### config.mk
export PLATFORM = sky130hd
export DESIGN_NAME = heatmap_channel_to_rgba_unit
export DESIGN_NICKNAME = d
export VERILOG_FILES = /design/src/rtl/core/hcr_pkg.sv /design/src/rtl/core/heatmap_channel_to_rgba_unit.sv
export SDC_FILE = /design/constraint.sdc
export NUM_CORES = 2
export LEC_CHECK = 0
export ABC_CLOCK_PERIOD_IN_PS = 62500
export BUFFER_PORTS_ARGS = -buffer_cell sky130_fd_sc_hd__buf_4
export CORE_ASPECT_RATIO = 1.1
export CORE_MARGIN = 2
export CORE_UTILIZATION = 35
export CTS_CLUSTER_SIZE = 12
export DETAILED_ROUTE_END_ITERATION = 8
export GPL_TIMING_DRIVEN = 0
export PLACE_DENSITY = 0.5
export SLEW_MARGIN = 15
export SYNTH_ARGS = -nofsm -noshare
export SYNTH_HDL_FRONTEND = slang
export SYNTH_SLANG_ARGS = --single-unit
### constraint.sdc
create_clock -name clk -period 62.5 [get_ports clk]
set_clock_uncertainty 0.15 [all_clocks]
set_input_delay 3.125 -clock clk [delete_from_list [all_inputs] [get_ports clk]]
set_output_delay 3.125 -clock clk [all_outputs]
set_load 0.01 [all_outputs]
### src/rtl/core/hcr_pkg.sv
`timescale 1ns / 1ps

package hcr_pkg;

    // Field widths
    localparam int CHAN_NUM  = 3;
    localparam int VAL_W     = 32;
    localparam int BYTE_W    = 8;
    localparam int EN_W      = 3;
    localparam int IDX_W     = 3;

    // Span (ceiling - floor) needs one bit more than a sample
    localparam int DEN_W     = VAL_W + 1;
    // 255 * span shifted by up to seven places, plus headroom
    localparam int REM_W     = VAL_W + BYTE_W + 1;

    // One quotient bit per divide stage
    localparam int DIV_STEPS = BYTE_W;
    // Prepare stage, multiply stage, divide stages
    localparam int PIPE_DEPTH = DIV_STEPS + 2;

    localparam int FRACTION_BITS_DEF = 16;

    localparam logic [BYTE_W-1:0] BYTE_MAX = {BYTE_W{1'b1}};

    typedef enum logic [IDX_W-1:0] {
        REG_FLOOR_RED      = 3'd0,
        REG_CEIL_RED       = 3'd1,
        REG_FLOOR_GREEN    = 3'd2,
        REG_CEIL_GREEN     = 3'd3,
        REG_FLOOR_BLUE     = 3'd4,
        REG_CEIL_BLUE      = 3'd5,
        REG_CHANNEL_ENABLE = 3'd6
    } reg_index_t;

    typedef struct packed {
        logic              zero;
        logic              sat;
        logic [DEN_W-1:0]  den;
        logic [REM_W-1:0]  rem;
        logic [BYTE_W-1:0] quo;
    } chan_t;

    typedef struct packed {
        chan_t [CHAN_NUM-1:0] ch;
        logic                 alpha_on;
        logic                 last;
    } beat_t;

endpackage

### src/rtl/core/heatmap_channel_to_rgba_unit.sv
`timescale 1ns / 1ps

// Channel   Handshake                    Payload
// pixel     pixel_valid / pixel_ready    value_red/green/blue, bad_red/green/blue, last_pixel
// rgba      rgba_valid / rgba_ready      red_byte, green_byte, blue_byte, alpha_byte, frame_end
// config    cfg_write (no handshake)     cfg_index, cfg_data
//
// One pixel per cycle sustained while rgba_ready is held high; from pixel beat to rgba beat
// a beat passes the prepare and multiply registers, the eight divide stages (one quotient
// bit each) and the output register.
// rst_n clears the valid bits and loads the register reset values at once; no sweep.
// Each stage holds its beat only while the stage after it is full and stalled, so
// bubbles close up and a stall on rgba loses and repeats nothing.

module heatmap_channel_to_rgba_unit #(
    parameter int FRACTION_BITS = hcr_pkg::FRACTION_BITS_DEF
) (
    input  logic                             clk,
    input  logic                             rst_n,

    input  logic                             cfg_write,
    input  logic [hcr_pkg::IDX_W-1:0]        cfg_index,
    input  logic [hcr_pkg::VAL_W-1:0]        cfg_data,

    input  logic                             pixel_valid,
    output logic                             pixel_ready,
    input  logic signed [hcr_pkg::VAL_W-1:0] value_red,
    input  logic signed [hcr_pkg::VAL_W-1:0] value_green,
    input  logic signed [hcr_pkg::VAL_W-1:0] value_blue,
    input  logic                             bad_red,
    input  logic                             bad_green,
    input  logic                             bad_blue,
    input  logic                             last_pixel,

    output logic                             rgba_valid,
    input  logic                             rgba_ready,
    output logic [hcr_pkg::BYTE_W-1:0]       red_byte,
    output logic [hcr_pkg::BYTE_W-1:0]       green_byte,
    output logic [hcr_pkg::BYTE_W-1:0]       blue_byte,
    output logic [hcr_pkg::BYTE_W-1:0]       alpha_byte,
    output logic                             frame_end
);

    localparam int CHN   = hcr_pkg::CHAN_NUM;
    localparam int VW    = hcr_pkg::VAL_W;
    localparam int BW    = hcr_pkg::BYTE_W;
    localparam int DW    = hcr_pkg::DEN_W;
    localparam int RW    = hcr_pkg::REM_W;
    localparam int DEPTH = hcr_pkg::PIPE_DEPTH;
    localparam int STEPS = hcr_pkg::DIV_STEPS;

    // Ceiling reset value is 1.0 in the fixed-point format
    localparam logic [VW-1:0] CEIL_RESET = VW'(64'd1 << FRACTION_BITS);

    // ------------------------------------------------------------------
    // Configuration registers
    // ------------------------------------------------------------------
    logic signed [VW-1:0]         floor_reg [CHN];
    logic signed [VW-1:0]         ceil_reg  [CHN];
    logic [hcr_pkg::EN_W-1:0]     enable_reg;

    always_ff @(posedge clk or negedge rst_n)
    begin
        if (!rst_n)
        begin
            for (int c = 0; c < CHN; c++)
            begin
                floor_reg[c] <= '0;
                ceil_reg[c]  <= CEIL_RESET;
            end
            enable_reg <= '1;
        end
        else if (cfg_write)
        begin
            case (hcr_pkg::reg_index_t'(cfg_index))
                hcr_pkg::REG_FLOOR_RED:      floor_reg[0] <= cfg_data;
                hcr_pkg::REG_CEIL_RED:       ceil_reg[0]  <= cfg_data;
                hcr_pkg::REG_FLOOR_GREEN:    floor_reg[1] <= cfg_data;
                hcr_pkg::REG_CEIL_GREEN:     ceil_reg[1]  <= cfg_data;
                hcr_pkg::REG_FLOOR_BLUE:     floor_reg[2] <= cfg_data;
                hcr_pkg::REG_CEIL_BLUE:      ceil_reg[2]  <= cfg_data;
                hcr_pkg::REG_CHANNEL_ENABLE: enable_reg   <= cfg_data[hcr_pkg::EN_W-1:0];
                default:                     ;  // drop writes past the register list
            endcase
        end
    end

    // ------------------------------------------------------------------
    // Pipeline registers and ready chain
    // ------------------------------------------------------------------
    logic                 valid_reg [DEPTH];
    hcr_pkg::beat_t       data_reg  [DEPTH];
    hcr_pkg::beat_t       data_next [DEPTH];
    logic                 stage_ready [DEPTH+1];

    logic                 out_valid_reg;
    logic [BW-1:0]        red_reg, green_reg, blue_reg, alpha_reg;
    logic                 last_reg;
    logic [BW-1:0]        byte_next [CHN];

    // A stage may load when it is empty or its beat moves on this cycle
    always_comb
    begin
        stage_ready[DEPTH] = !out_valid_reg || rgba_ready;
        for (int i = DEPTH - 1; i >= 0; i--)
        begin
            stage_ready[i] = !valid_reg[i] || stage_ready[i+1];
        end
    end

    assign pixel_ready = stage_ready[0];

    logic signed [VW-1:0] in_value [CHN];
    logic                 in_bad   [CHN];
    logic signed [DW-1:0] diff_lo  [CHN];
    logic signed [DW-1:0] diff_hi  [CHN];

    assign in_value[0] = value_red;
    assign in_value[1] = value_green;
    assign in_value[2] = value_blue;
    assign in_bad[0]   = bad_red;
    assign in_bad[1]   = bad_green;
    assign in_bad[2]   = bad_blue;

    always_comb
    begin
        logic [RW-1:0] shifted;
        shifted = '0;

        // --------------------------------------------------------------
        // Stage 0: range checks, offset from floor and span
        // --------------------------------------------------------------
        for (int c = 0; c < CHN; c++)
        begin
            diff_lo[c] = {in_value[c][VW-1], in_value[c]} - {floor_reg[c][VW-1], floor_reg[c]};
            diff_hi[c] = {ceil_reg[c][VW-1], ceil_reg[c]} - {floor_reg[c][VW-1], floor_reg[c]};
            data_next[0].ch[c].zero = !enable_reg[c] || in_bad[c] || (diff_lo[c] <= 0);
            data_next[0].ch[c].sat  = (in_value[c] >= ceil_reg[c]);
            data_next[0].ch[c].den  = diff_hi[c];
            // Offset lies below the span whenever it is used, so 32 bits hold it
            data_next[0].ch[c].rem  = RW'(diff_lo[c][VW-1:0]);
            data_next[0].ch[c].quo  = '0;
        end
        data_next[0].alpha_on = |enable_reg;
        data_next[0].last     = last_pixel;

        // --------------------------------------------------------------
        // Stage 1: scale the offset by 255 as (x << 8) - x
        // --------------------------------------------------------------
        data_next[1] = data_reg[0];
        for (int c = 0; c < CHN; c++)
        begin
            data_next[1].ch[c].rem = (data_reg[0].ch[c].rem << BW) - data_reg[0].ch[c].rem;
        end

        // --------------------------------------------------------------
        // Stages 2..: restoring divide, most significant quotient bit first
        // --------------------------------------------------------------
        for (int j = 2; j < DEPTH; j++)
        begin
            data_next[j] = data_reg[j-1];
            for (int c = 0; c < CHN; c++)
            begin
                shifted = RW'(data_reg[j-1].ch[c].den) << (STEPS - 1 - (j - 2));
                if (data_reg[j-1].ch[c].rem >= shifted)
                begin
                    data_next[j].ch[c].rem = data_reg[j-1].ch[c].rem - shifted;
                    data_next[j].ch[c].quo[STEPS-1-(j-2)] = 1'b1;
                end
            end
        end
    end

    // Final byte: clamp cases override the quotient
    always_comb
    begin
        for (int c = 0; c < CHN; c++)
        begin
            if (data_reg[DEPTH-1].ch[c].zero)
                byte_next[c] = '0;
            else if (data_reg[DEPTH-1].ch[c].sat)
                byte_next[c] = hcr_pkg::BYTE_MAX;
            else
                byte_next[c] = data_reg[DEPTH-1].ch[c].quo;
        end
    end

    // Valid bits: advance when the next slot frees up
    always_ff @(posedge clk or negedge rst_n)
    begin
        if (!rst_n)
        begin
            for (int i = 0; i < DEPTH; i++)
            begin
                valid_reg[i] <= 1'b0;
            end
            out_valid_reg <= 1'b0;
        end
        else
        begin
            if (stage_ready[0])
                valid_reg[0] <= pixel_valid;
            for (int i = 1; i < DEPTH; i++)
            begin
                if (stage_ready[i])
                    valid_reg[i] <= valid_reg[i-1];
            end
            if (stage_ready[DEPTH])
                out_valid_reg <= valid_reg[DEPTH-1];
        end
    end

    // Payload: load with the valid bit, hold otherwise
    always_ff @(posedge clk)
    begin
        for (int i = 0; i < DEPTH; i++)
        begin
            if (stage_ready[i])
                data_reg[i] <= data_next[i];
        end
        if (stage_ready[DEPTH])
        begin
            red_reg   <= byte_next[0];
            green_reg <= byte_next[1];
            blue_reg  <= byte_next[2];
            alpha_reg <= data_reg[DEPTH-1].alpha_on ? hcr_pkg::BYTE_MAX : '0;
            last_reg  <= data_reg[DEPTH-1].last;
        end
    end

    assign rgba_valid = out_valid_reg;
    assign red_byte   = red_reg;
    assign green_byte = green_reg;
    assign blue_byte  = blue_reg;
    assign alpha_byte = alpha_reg;
    assign frame_end  = last_reg;

endmodule

==> summary.md <==
| Metric | Value |
|---|---|
| GRT Util Overall | `16.7%` |
| Antenna violations before repair | `9` |
| Worst setup startpoint | `rgba_ready` |
| Total wire length | `337 mm` |
| Fin crit share | `15.3%` |
| Synth top area share | `47.7%` |
| Worst r2r dst | `data_reg[2][17]` |
| Max-slew headroom | `8.48%` |
| Largest register FFs | `2159` |
| CP delay by family, top | `simple AND/OR/NAND/NOR gates` |
| First-pass GRT wire length | `524 mm` |
| Htree depth | `5` |
| CP Cell Sequence | `buf_4 -> nand2b_4 -> nor2_1 -> and3_1 -> nand3_4 -> nor2_1 -> nand3_4 -> inv_1 -> nand3_4 -> buf_4` |
| Die Ht | `661 um` |
| Setup slack, reg-to-reg | `57.00 ns` |
| Final Hold Viols | `0` |
| Synthesized area per cell | `10.8 um2` |
| Layout cell share with drive strength beyond 1 | `6.52%` |
| Clock Path Buffers | `4` |
| Die W | `602 um` |
| CTS Buf Count | `270` |
| Largest net degree at the start of global routing | `111` |
| RSZ-0062 raised after global routing | `false` |
| Hold Crit Class | `flop to flop` |
| Grt ovf | `0` |
| Main synth FF type | `edfxtp_1` |
| Slowest cell delay on critical path | `0.67 ns` |
| Fin crit period | `9.56 ns` |
| Slowest-stage cell, CP | `nor2_1` |
| Die area | `398000 um2` |
| Placed insts | `18200` |
| Hold Path Depth | `0` |
| Fin. max-slew vios | `0` |
| Initial DRC count | `6172` |
| Cell taking the most area after synthesis | `edfxtp_1` |
| Root buf cell | `clkbuf_16` |
| Seq cells post-synth | `2391` |
| Setup Crit Path Kind | `input pin to output pin` |
| Violated checks | `design-rule violations` |
| Reg clk slew, reported paths | `0.06 ns` |
| Core area | `391000 um2` |
| Row count | `241` |
| Routability-driven placement congestion ratio | `0.892` |
| Nets | `14500` |
| Reg-to-reg startpoint | `data_reg[1][53]` |
| CTS Hold Buffers Added | `0` |
| Synthesized cell area | `138000 um2` |
| EDFF count, synth | `2185` |
| Syn. warnings | `0` |
| Worst EP required | `59.22 ns` |
| Crit path DAT | `6.28 ns` |
| Setup crit end kind | `output pin` |
| Post-synthesis sequential area ratio | `51.5%` |
| PostCTS Resize Cnt | `0` |
| # setup viols final | `0` |
| Sum Neg Setup Slack | `0 ns` |
| Port Buffer Count | `172` |
| Setup bufs post-CTS | `0` |
| Outcome | `finished, violations left` |
| Vias in the first global route | `89800` |
| DR vias | `90700` |
| CTS tree | `yes` |
| Post-Syn Nets | `14000` |
| Dominant cells by area after synthesis | `edfxtp_1 48%, ha_1 11%, inv_1 3.7%` |
| Placed wire-length estimate | `270 mm` |
| Fin cells | `18600` |
| Worst-skew pair later-pin latency | `0.88 ns` |
| FFs w/ async S/R, synth | `8.62%` |
| Router iterations before antenna repair | `9` |
| Syn Inst Count | `12700` |
| Final-layout fill cell count | `38400` |
| # Max-Cap Violations | `0` |
| Worst path bufs/invs | `3` |
| Hold Crit Start | `data_reg[0][231]` |
| Final ANT Viol Nets | `0` |
| Tightest Pin Transition | `1.35 ns` |
| Clk sink count | `2391` |
| Crit path max fanout | `21` |
| Wire per inst | `18.1 um` |
| Reg2reg path depth | `15` |
| # DRC | `8` |
| Initial core utilization | `35.1%` |
| End of the worst hold path | `data_reg[1][231]` |
| Top-level I/O count | `175` |
| Crit path launch type | `input pin` |
| Area Growth Syn to Fin | `12.6%` |
| Fmax | `0.105 GHz` |
| Critical path's most frequent cell | `nand3_4` |
| Netlist cell types | `86` |
| Number of vias per cell | `4.87` |
-- routing by layer --
layer	wire (um)	global-route usage (%)	vias to the layer above
met5	0	0	-
met4	15200	7.09	0
met3	9780	1.71	532
met2	144000	25.8	1426
met1	168000	23.9	41600
li1	-	-	47100
-- metrics by stage --
step	utilization [%]	hold WS (ns)	setup WS (ns)	area, um2
after global routing	39.6	0.267	52.73	155000
after floorplan	-	0.250	36.13	138000
after CTS	39.6	0.255	52.88	155000
final	39.6	0.256	52.94	155000
after global placement	37.1	0.251	23.77	145000
after detailed placement	37.4	0.255	52.90	147000
-- worst reg2reg max path, delay by kind of cell (launching register included) --
kind | cells | cell delay (ns)
AND/OR/NAND/NOR | 2 | 0.29
adder cells (fa/ha/maj) | 1 | 0.34
buffers and inverters | 3 | 1.14
flip-flops | 1 | 0.42
AO/OA/AOI/OAI | 9 | 2.83
-- synthesized netlist by cell type, types with 22 or more instances --
library cell,count
nand3_1,202
nor3_1,186
and4_1,26
inv_1,1355
o31ai_1,83
a21oi_1,958
edfxtp_1,2185
or3_1,64
o21a_1,153
or2_2,49
o21bai_1,117
a31oi_1,86
nand4b_1,25
ha_1,1155
nor4_1,64
nand4_1,141
a2111oi_0,22
a21boi_0,45
nand2_1,964
nand2b_1,180
mux2_2,194
o21ai_0,941
xor2_1,338
o211ai_1,53
xnor2_1,575
nor2b_1,179
clkbuf_1,216
a211oi_1,71
nor2_1,769
dfrtp_1,200
and2_1,44
a21o_1,551
nand3b_1,22
fa_1,27
and3_1,93
-- placed cells by master, fill, tap and decap left out, types with 49 or more instances in the layout --
cell type and n:
edfxtp_1 2185, inv_1 1352, ha_1 1155, nand2_1 960, a21oi_1 958, o21ai_0 941, nor2_1 769, xnor2_1 575
a21o_1 551, xor2_1 338, clkbuf_16 282, clkbuf_1 279, dfrtp_1 200, nand3_1 199, mux2_2 194, nor3_1 184
buf_4 182, nor2b_1 179, nand2b_1 179, o21a_1 153, nand4_1 141, o21bai_1 117, and3_1 93, a31oi_1 86
o31ai_1 83, a211oi_1 71, or3_1 64, nor4_1 63, o211ai_1 53, or2_2 49
-- cell type report --
type,instances,area (um2),share of cell area [%]
Antenna cell,5,12.5,0.00808
Clock inverter,99,887,0.573
Multi-Input combinational cell,8731,60900,39.3
Inverter,1356,5110,3.30
Sequential cell,2391,70800,45.7
Buffer,238,925,0.597
Tap cell,5224,6540,4.22
Timing Repair Buffer,213,2330,1.51
Clock buffer,352,7380,4.77
-- worst max-delay path by stage --
stage                             end  slack, ns  cells after the start
final                     pixel_ready      52.94                     10
after global routing      pixel_ready      52.73                     10
after CTS                 pixel_ready      52.88                     10
after detailed placement  pixel_ready      52.90                     10
after global placement    pixel_ready      23.77                     10
after floorplan           pixel_ready      36.13                      8
-- cells by family after synthesis --
logic type	count (synthesis)	share of synthesized area (%)
AOI/OAI and AO/OA	3349	15.0
and+or+nand+nor	3080	10.7
xor gates and xnor gates	913	5.81
buffers and inverters	1594	4.37
adders and majority gates	1182	10.9
muxes	207	1.68
DFF	2391	51.5
Power is not shown: default switching activity piles up to over one toggle a cycle in this logic, so the estimate is an artifact.
